[config.mk]
export PLATFORM = sky130hd
export DESIGN_NAME = fvnh_seq
export DESIGN_NICKNAME = d
export VERILOG_FILES = /design/src/rtl/fvnh_pkg.sv /design/src/rtl/fvnh_seq.sv
export SDC_FILE = /design/constraint.sdc
export NUM_CORES = 1
export LEC_CHECK = 0
export ABC_AREA = 1
export BUFFER_PORTS_ARGS = -buffer_cell sky130_fd_sc_hd__buf_4
export CAP_MARGIN = 20
export CORE_ASPECT_RATIO = 1.1
export CORE_MARGIN = 3
export CORE_UTILIZATION = 40
export CTS_CLUSTER_DIAMETER = 120
export CTS_CLUSTER_SIZE = 24
export DETAILED_ROUTE_END_ITERATION = 12
export GPL_ROUTABILITY_DRIVEN = 0
export PLACE_DENSITY = 0.54
export SYNTH_ARGS = -nofsm -noshare
export SYNTH_HDL_FRONTEND = slang
export SYNTH_SLANG_ARGS = --single-unit
[constraint.sdc]
create_clock -name clk_i -period 15.7 [get_ports clk_i]
set_clock_uncertainty 0.05 [all_clocks]
set_input_delay 0 -clock clk_i [delete_from_list [all_inputs] [get_ports clk_i]]
set_output_delay 0 -clock clk_i [all_outputs]
set_load 0.05 [all_outputs]
[src/rtl/fvnh_pkg.sv]
// Types, constants and register codes of the fractal value-noise height core.
`timescale 1ns / 1ps
package fvnh_pkg;

  localparam int MAX_OCTAVES_DFLT     = 8;
  localparam int COORD_FRAC_BITS_DFLT = 16;

  localparam int CFG_IDX_W  = 3;
  localparam int CFG_DATA_W = 24;

  localparam logic [CFG_IDX_W-1:0] REG_PERSISTENCE    = 3'd0;
  localparam logic [CFG_IDX_W-1:0] REG_BASE_FREQUENCY = 3'd1;
  localparam logic [CFG_IDX_W-1:0] REG_HEIGHT_SCALE   = 3'd2;
  localparam logic [CFG_IDX_W-1:0] REG_OCTAVE_COUNT   = 3'd3;
  localparam logic [CFG_IDX_W-1:0] REG_SEED           = 3'd4;

  localparam logic [31:0] HASH_MUL_Y   = 32'd57;
  localparam int          HASH_SHIFT   = 13;
  localparam logic [31:0] HASH_MUL_SQ  = 32'd15731;
  localparam logic [31:0] HASH_ADD_SQ  = 32'd789221;
  localparam logic [31:0] HASH_ADD_OUT = 32'd1376312589;
  localparam logic [31:0] HASH_MASK    = 32'h7fff_ffff;
  localparam logic [31:0] HASH_ONE     = 32'h4000_0000;

  localparam int NOISE_FRAC = 30;
  localparam int AMP_FRAC   = 16;
  localparam int SCALE_FRAC = 16;
  localparam int OFF_W      = 17;
  localparam int NOISE_W    = 44;

  localparam logic signed [63:0] LIM_Q    = 64'sh3fff_ffff_ffff_ffff;
  localparam logic signed [63:0] LIM_EDGE = 64'shc000_0000_0000_0000;
  localparam logic signed [63:0] I32_MAX  = 64'sh0000_0000_7fff_ffff;
  localparam logic signed [63:0] I32_MIN  = 64'shffff_ffff_8000_0000;

  typedef struct packed {
    logic signed [31:0] x_coord;
    logic signed [31:0] y_coord;
  } in_t;

  typedef struct packed {
    logic signed [31:0] height;
    logic               saturated;
  } out_t;

  typedef struct packed {
    logic first;
    logic last;
    logic nul;
  } ctl_t;

endpackage

[src/rtl/fvnh_seq.sv]
// Octave issue sequencer: expands each item into one token per octave, or one null token if the count is zero.
`timescale 1ns / 1ps
module fvnh_seq #(
  parameter int MAX_OCTAVES = fvnh_pkg::MAX_OCTAVES_DFLT,
  parameter int KW          = $clog2(MAX_OCTAVES + 1),
  parameter int AW          = 17 + 2 * (MAX_OCTAVES - 1)
) (
  input  logic           clk_i,
  input  logic           rst_ni,
  input  logic           en_i,
  input  logic           in_valid_i,
  output logic           in_ready_o,
  input  fvnh_pkg::in_t  in_data_i,
  input  logic [KW-1:0]  cnt_i,
  input  logic [17:0]    pers_i,
  output logic           tok_valid_o,
  output fvnh_pkg::in_t  tok_data_o,
  output logic [KW-1:0]  tok_k_o,
  output logic [AW-1:0]  tok_amp_o,
  output fvnh_pkg::ctl_t tok_ctl_o
);
  import fvnh_pkg::*;

  localparam logic [AW-1:0] AMP_ONE = AW'(1) << AMP_FRAC;

  logic          busy_q, busy_d, tok_v_q, emit;
  logic [KW-1:0] k_q, cur_k;
  logic [AW-1:0] amp_q, cur_amp, amp_d, tok_amp_q;
  logic [AW+17:0] amp_prod;
  in_t           hold_q, cur, tok_q;
  logic [KW-1:0] tok_k_q;
  ctl_t          cur_ctl, tok_ctl_q;

  always_comb begin
    emit     = busy_q || in_valid_i;
    cur_k    = busy_q ? k_q : '0;
    cur_amp  = busy_q ? amp_q : AMP_ONE;
    cur      = busy_q ? hold_q : in_data_i;
    cur_ctl.first = !busy_q;
    cur_ctl.nul   = (cnt_i == '0);
    cur_ctl.last  = (cnt_i == '0) || (cur_k == KW'(cnt_i - 1'b1));
    busy_d   = emit && !cur_ctl.last;
    amp_prod = (AW + 18)'(cur_amp) * (AW + 18)'(pers_i);
    amp_d    = AW'(amp_prod >> AMP_FRAC);
  end

  assign in_ready_o = en_i && !busy_q;

  always_ff @(posedge clk_i or negedge rst_ni) begin
    if (!rst_ni) begin
      busy_q  <= 1'b0;
      tok_v_q <= 1'b0;
    end else if (en_i) begin
      busy_q  <= busy_d;
      tok_v_q <= emit;
    end
  end

  always_ff @(posedge clk_i) begin
    if (en_i) begin
      k_q       <= KW'(cur_k + 1'b1);
      amp_q     <= amp_d;
      hold_q    <= cur;
      tok_q     <= cur;
      tok_k_q   <= cur_k;
      tok_amp_q <= cur_amp;
      tok_ctl_q <= cur_ctl;
    end
  end

  assign tok_valid_o = tok_v_q;
  assign tok_data_o  = tok_q;
  assign tok_k_o     = tok_k_q;
  assign tok_amp_o   = tok_amp_q;
  assign tok_ctl_o   = tok_ctl_q;

endmodule

==> results of run 1 <==
## final timing paths
check / cells after the start / from / slack [ns] / end
setup / recovery: 23 / busy_q / 8.29 / amp_q[29]
hold / removal: 1 / en_i / 0.04 / tok_amp_o[6]
setup reg to reg: 23 / busy_q / 8.29 / amp_q[29]
hold reg to reg: 2 / tok_valid_o / 0.43 / tok_valid_o
max in group asynchronous: 3 / rst_ni / 14.96 / busy_q
min in group asynchronous: 3 / rst_ni / 0.44 / tok_valid_o
## cell type report
class / count / area (sq um)
Timing Repair Buffer: 269 / 2195
Multi-Input combinational cell: 1697 / 15280
Clock buffer: 17 / 425.4
Sequential cell: 139 / 4165
Tap cell: 736 / 920.9
Clock inverter: 15 / 217.7
Fill cell: 5383 / 29250
Inverter: 667 / 2504
## metrics by stage
stage / worst slack, ns / instances / utilization, %
floorplan: 9.877 / 2585 / -
global placement: 8.413 / 3438 / 44.33
detailed placement: 8.384 / 3438 / 44.33
CTS: 8.377 / 3540 / 46.77
global route: 7.956 / 3540 / 46.77
finish: 8.295 / 3540 / 46.77
## critical path: stages, from the launching register on
cell and delay (ns):
dfrtp_2 0.53, buf_4 0.61, inv_1 0.23, nor2_2 0.42
inv_1 0.42, nand2_1 0.19, fa_1 0.46, fa_1 0.50
fa_1 0.59, fa_1 0.45, fa_1 0.49, fa_1 0.56
inv_1 0.07, ha_1 0.37, a21oi_1 0.27, o21ai_0 0.21
inv_1 0.11, nand2_1 0.05, a21oi_1 0.11, nand2_1 0.15
nand2_1 0.12, nand2_1 0.06, nand2_1 0.05, nand2_1 0.04
## per-layer routing
metal,vias up,GRT usage (%)
met5,-,0
li1,7878,-
met4,0,12.50
met1,8871,32.34
met3,179,3.464
met2,783,42.96
## kinds of logic after synthesis
kind of cell	Yosys count
xor gates and xnor gates	24
adders and majority gates	572
DFF	139
AOI/OAI and AO/OA	101
and+or+nand+nor	1000
buffers and inverters	749
## sequential cells by signal, summed over array words and instances, names as in the netlist
name         cells
amp_q           31
hold_q          32
k_q              4
tok_k_o          4
tok_valid_o      1
busy_q           1
tok_ctl_o        3
tok_amp_o       31
tok_data_o      32
## layout by cell type (no fill, tap or decap), types with 2 or more instances in the layout
cell / instances
o22ai_1: 2
inv_6: 5
inv_8: 6
inv_1: 656
a21o_1: 3
nand3_1: 32
clkinv_1: 9
o21ai_2: 2
o21ai_0: 29
xor2_1: 18
nor3_1: 5
o21a_1: 5
ha_1: 111
buf_4: 199
dlygate4sd3_1: 70
o21bai_1: 5
nand2_2: 5
nor2_1: 313
nand2_1: 617
nand2b_1: 2
inv_2: 2
a21oi_1: 54
nand3b_1: 4
xnor2_1: 6
bufinv_16: 3
nor2_2: 2
edfxtp_1: 137
clkbuf_16: 17
nand4_1: 15
fa_1: 461
==> qor.yml, run 1 <==
synth:
  synth_fa_ha_area_share_pct: 47.61
  syn_avg_cell_area_sq_um: 8.628
  synth-xor-area-share_pct: 0.9425
  synth_top_flop_cell: "edfxtp_1"
  syn_nets: 3247
  ys_ff_latch: 139
  synthMuxAreaShare_pct: 0
  synth_top_area_cell: "fa_1"
  synthSimpleGateAreaFrac_pct: 17.44
  synth_top_family_by_area: "adder cells"
  synth_compound_area_share_pct: 2.474
  synthArstFlopShare_pct: 1.439
  yosysWarnings: 0
  synth_cells: 2585
  synth_area_sq_mm: 0.02230
  synthTopCellsByArea: "fa_1 41%, edfxtp_1 18%, inv_1 11%"
  synth.distinct_cells: 34
  synth-edff-count: 137
  synthTopCellsByCount: "656 x inv_1, 617 x nand2_1, 461 x fa_1, 314 x nor2_1, 137 x edfxtp_1"
  yosysSeqAreaShare_pct: 18.67
  yosysMostFrequentCell: "inv_1"
  synth_top_cell_area_share_pct: 41.38
detailed_routing:
  wl_met2_microns: 34770
  drtIter0Drc: 1327
  drc_errors: 0
  routed.top_layer: "met4"
  wl_met1_microns: 28890
  wl_microns: 72030
  vias_per_cell: 5.003
  wl_met3_microns: 4608
  ant_nets: 0
  vias: 17710
  post_drt_wl_per_cell_microns: 20.35
  detail_route.first_pass.iterations: 6
place:
  placed_area_sq_mm: 0.02436
  port_buffers: 193
  post-dp-hpwl_microns: 57270
floorplan:
  fp-row-count: 90
  chipWidth_microns: 231.1
  ios: 194
  start_util_pct: 40.59
  dieArea_sq_mm: 0.05863
  die_y_microns: 253.7
  core_sq_mm: 0.05495
critical_path:
  cp-start-kind: "register"
  timing_worst_setup_path_type: "reg -> reg"
  arrival_ns: 7.58
  critPathRequiredTime_ns: 15.87
  endpoint_kind: "register"
  critPathMaxFanout: 55
timing:
  hold_viol_final: 0
  worst_pin_slew_ns: 0.8927
  clock.fmax_mhz: 135.0
  slew_headroom_pct: 40.12
  grt_setup_unrepaired: "no"
  period_share_pct: 47.17
  fin_crit_ns: 7.405
  setup_viol: 0
  maxSlewViolCount: 0
  hold_ws_ns: 0.04118
  setup_tns_ns: 0
layout:
  fin_area_sq_mm: 0.02570
  fin_nets: 3453
  antenna_cells: 0
  drive_above_1_share_pct: 8.773
  area_delta_synth_final_pct: 15.25
clock_network:
  cts_sinks: 139
  cts_buffers: 17
  cts_max_level: 4
  postCtsHoldBufs: 70
  clkLatencyLatePin_ns: 0.46
  clk_pin_slew_ns: 0.07
  post-cts-setup-buffers: 0
  cts_tree: "yes"
  cts_buffer_depth: 2
  cts-root-buf: "clkbuf_16"
  cts-resized-gates: 0
global_routing:
  grt_pass1_wl_microns: 112300
  grt-ovfl-total: 0
  grt_max_degree: 66
  grt_usage_pct: 25.43
  grt_pass1_vias: 19280
  antenna_found_initial: 0
job:
  cap_violations: 0
outcome:
  status: "finished, final reports clean"
worst_hold_path:
  hold_path.class: "in -> reg"
Power of run 1 is not shown: default switching activity piles up to over one toggle a cycle in this logic, so the estimate is an artifact.
==> run 2, diff against run 1 <==
PLACE_DENSITY = 0.56   (was 0.54)
clock period = 6.1 ns   (was 15.7 ns; I/O delays follow)
==> run 2 against run 1 <==
Sequential share of layout area decreased by 1.5 points. Worst hold slack lost 0.013 ns. Fmax is 22% higher. Non-clock buffer count up 248. Via count up 5.3%. Utilization is 4.7 points higher. First-iteration DRC count fell by 7.8%. Largest cell class unchanged. Highest routed layer unchanged.
==> qor.yml, run 2 (same netlist as run 1, synthesis figures left out) <==
layout:
  final_common_cell: "inv_1"
  final_util_pct: 51.43  # +4.7 points
  antenna_cells: 0  # unchanged
  multi_input_area_sq_mm: 0.01569  # +2.7%
  final_cell_mix: "640 x inv_1, 598 x nand2_1, 457 x fa_1"
  fillCellCount: 5241  # -2.6%
  regArea_sq_mm: 0.004165  # unchanged
  area_delta_synth_final_pct: 26.71
  drive_above_1_share_pct: 19.62  # +11 points
  fin_area_sq_mm: 0.02826  # +9.9%
  fin_nets: 3702  # +7.2%
critical_path:
  critPathMaxFanout: 20  # -64%
  cp-startpoint: "busy_q"
  regToRegSetupSlack_ns: 0.05  # -8.24 ns
  r2r-start: "busy_q"
  reg2reg_to: "amp_q[21]"
  crit_cells: 25  # +8.7%
  cpMaxStageDelayCell: "fa_1"
  critPathBufInv: 7  # +2
  endpoint_kind: "register"
  worst-r2r-cell-count: 25  # +8.7%
  cp-endpoint: "amp_q[21]"
  cp-start-kind: "register"
  slowest_delay_ns: 0.61  # about the same
  timing_worst_setup_path_type: "reg -> reg"
  critPathRequiredTime_ns: 6.28  # -9.59 ns
  arrival_ns: 6.23  # -1.35 ns
  crit_family: "adder cells"
outcome:
  status: "finished, final reports clean"
clock_network:
  clk_pin_slew_ns: 0.08  # about the same
  clkLatencyLatePin_ns: 0.47  # about the same
  cts_buffer_depth: 2  # unchanged
  cts-root-buf: "clkbuf_16"
  cts_max_level: 4  # unchanged
  cts_sinks: 139  # unchanged
  cts_buffers: 17  # unchanged
  cts_tree: "yes"
detailed_routing:
  wl_microns: 72750  # +1.0%
  post_drt_wl_per_cell_microns: 19.20  # -5.6%
  drtIter0Drc: 1224  # -7.8%
  vias: 18660  # +5.3%
  drc_errors: 0  # unchanged
  detail_route.first_pass.iterations: 9  # +3
  vias_per_cell: 4.923  # -1.6%
  ant_nets: 0  # unchanged
timing:
  clock.fmax_mhz: 165.4  # +22%
  setup_viol: 0  # unchanged
  period_share_pct: 99.14  # +52 points
  fin_crit_ns: 6.048  # -1.358 ns
  setup_tns_ns: 0  # unchanged
  maxSlewViolCount: 0  # unchanged
  hold_viol_final: 0  # unchanged
  worst_pin_slew_ns: 0.7940  # -0.09873 ns
  grt_setup_unrepaired: "yes"
  slew_headroom_pct: 47.07  # +6.9 points
floorplan:
  fp-row-count: 90  # unchanged
  ios: 194  # unchanged
  start_util_pct: 40.59  # unchanged
  dieArea_sq_mm: 0.05863  # unchanged
  core_sq_mm: 0.05495  # unchanged
  chipWidth_microns: 231.1  # unchanged
  die_y_microns: 253.7  # unchanged
place:
  placed_area_sq_mm: 0.02639  # +8.3%
  port_buffers: 193  # unchanged
  post-dp-hpwl_microns: 60760  # +6.1%
global_routing:
  grt_usage_pct: 25.51  # +0.084 points
  grt-ovfl-total: 0  # unchanged
  grt_pass1_wl_microns: 113300  # +0.90%
  antenna_found_initial: 0  # unchanged
  grt_pass1_vias: 20070  # +4.1%
  grt_max_degree: 66  # unchanged
job:
  cap_violations: 0  # unchanged
worst_hold_path:
  hold_path.class: "in -> reg"
==> run 2: worst min-delay path: stages <==
cell	delay, ns
buf_4	0.09
inv_1	0.04
nand2_1	0.07
o22ai_1	0.14
o22ai_1	0.14
==> run 2: layout make-up <==
type / instances / area share [%]
clock buffer: 17 / 1.505
clock inverter: 15 / 0.6331
inverter: 667 / 8.913
multi-input combinational: 1697 / 55.51
sequential: 139 / 14.74
tap: 736 / 3.259
timing repair buffer: 517 / 15.42
timing repair inverter: 1 / 0.02657
==> run 2: stage by stage <==
| stage | setup slack [ns] | cells | hold slack, ns |
|---|---|---|---|
| 3_5_place_dp | -0.2239 | 3673 | -0.2540 |
| 2_1_floorplan | 0.2768 | 2585 | -0.3456 |
| 6_report | 0.05228 | 3789 | 0.02857 |
| 3_3_place_gp | -0.2017 | 3673 | -0.2526 |
| 4_1_cts | 0.0008065 | 3782 | 0.01238 |
| 5_1_grt | -0.1780 | 3789 | 0.04962 |
==> run 2: worst min-delay path by stage <==
stage,from,to,depth (start not counted)
final,cnt_i[2],busy_q,5
after global routing,cnt_i[2],tok_ctl_o[1],4
after CTS,cnt_i[2],busy_q,5
after detailed placement,rst_ni,tok_valid_o,1
after global placement,rst_ni,tok_valid_o,1
after floorplan,rst_ni,busy_q,0
==> run 2: metal layers <==
| metal | vias up | routed length, microns | global-route usage, % | part of all wire [%] |
|---|---|---|---|---|
| li1 | 8388 | - | - | - |
| met1 | 9332 | 28830 | 32.40 | 40 |
| met2 | 803 | 35970 | 44.81 | 49 |
| met3 | 132 | 4866 | 2.937 | 6.7 |
| met4 | 0 | 3080 | 9.989 | 4.2 |
| met5 | - | 0 | 0 | 0 |
==> run 2: what timing repair did <==
action | 4_1_cts | 5_1_grt
endpoints found under the setup margin | 25 | 28
endpoints found under the hold margin | 70 | 0
gates cloned | 1 | 0
setup buffers | 7 | 7
hold buffers | 69 | 0
resized for setup | 21 | 111
pin swaps | 2 | 7
Power of run 2 is left out for the same reason.
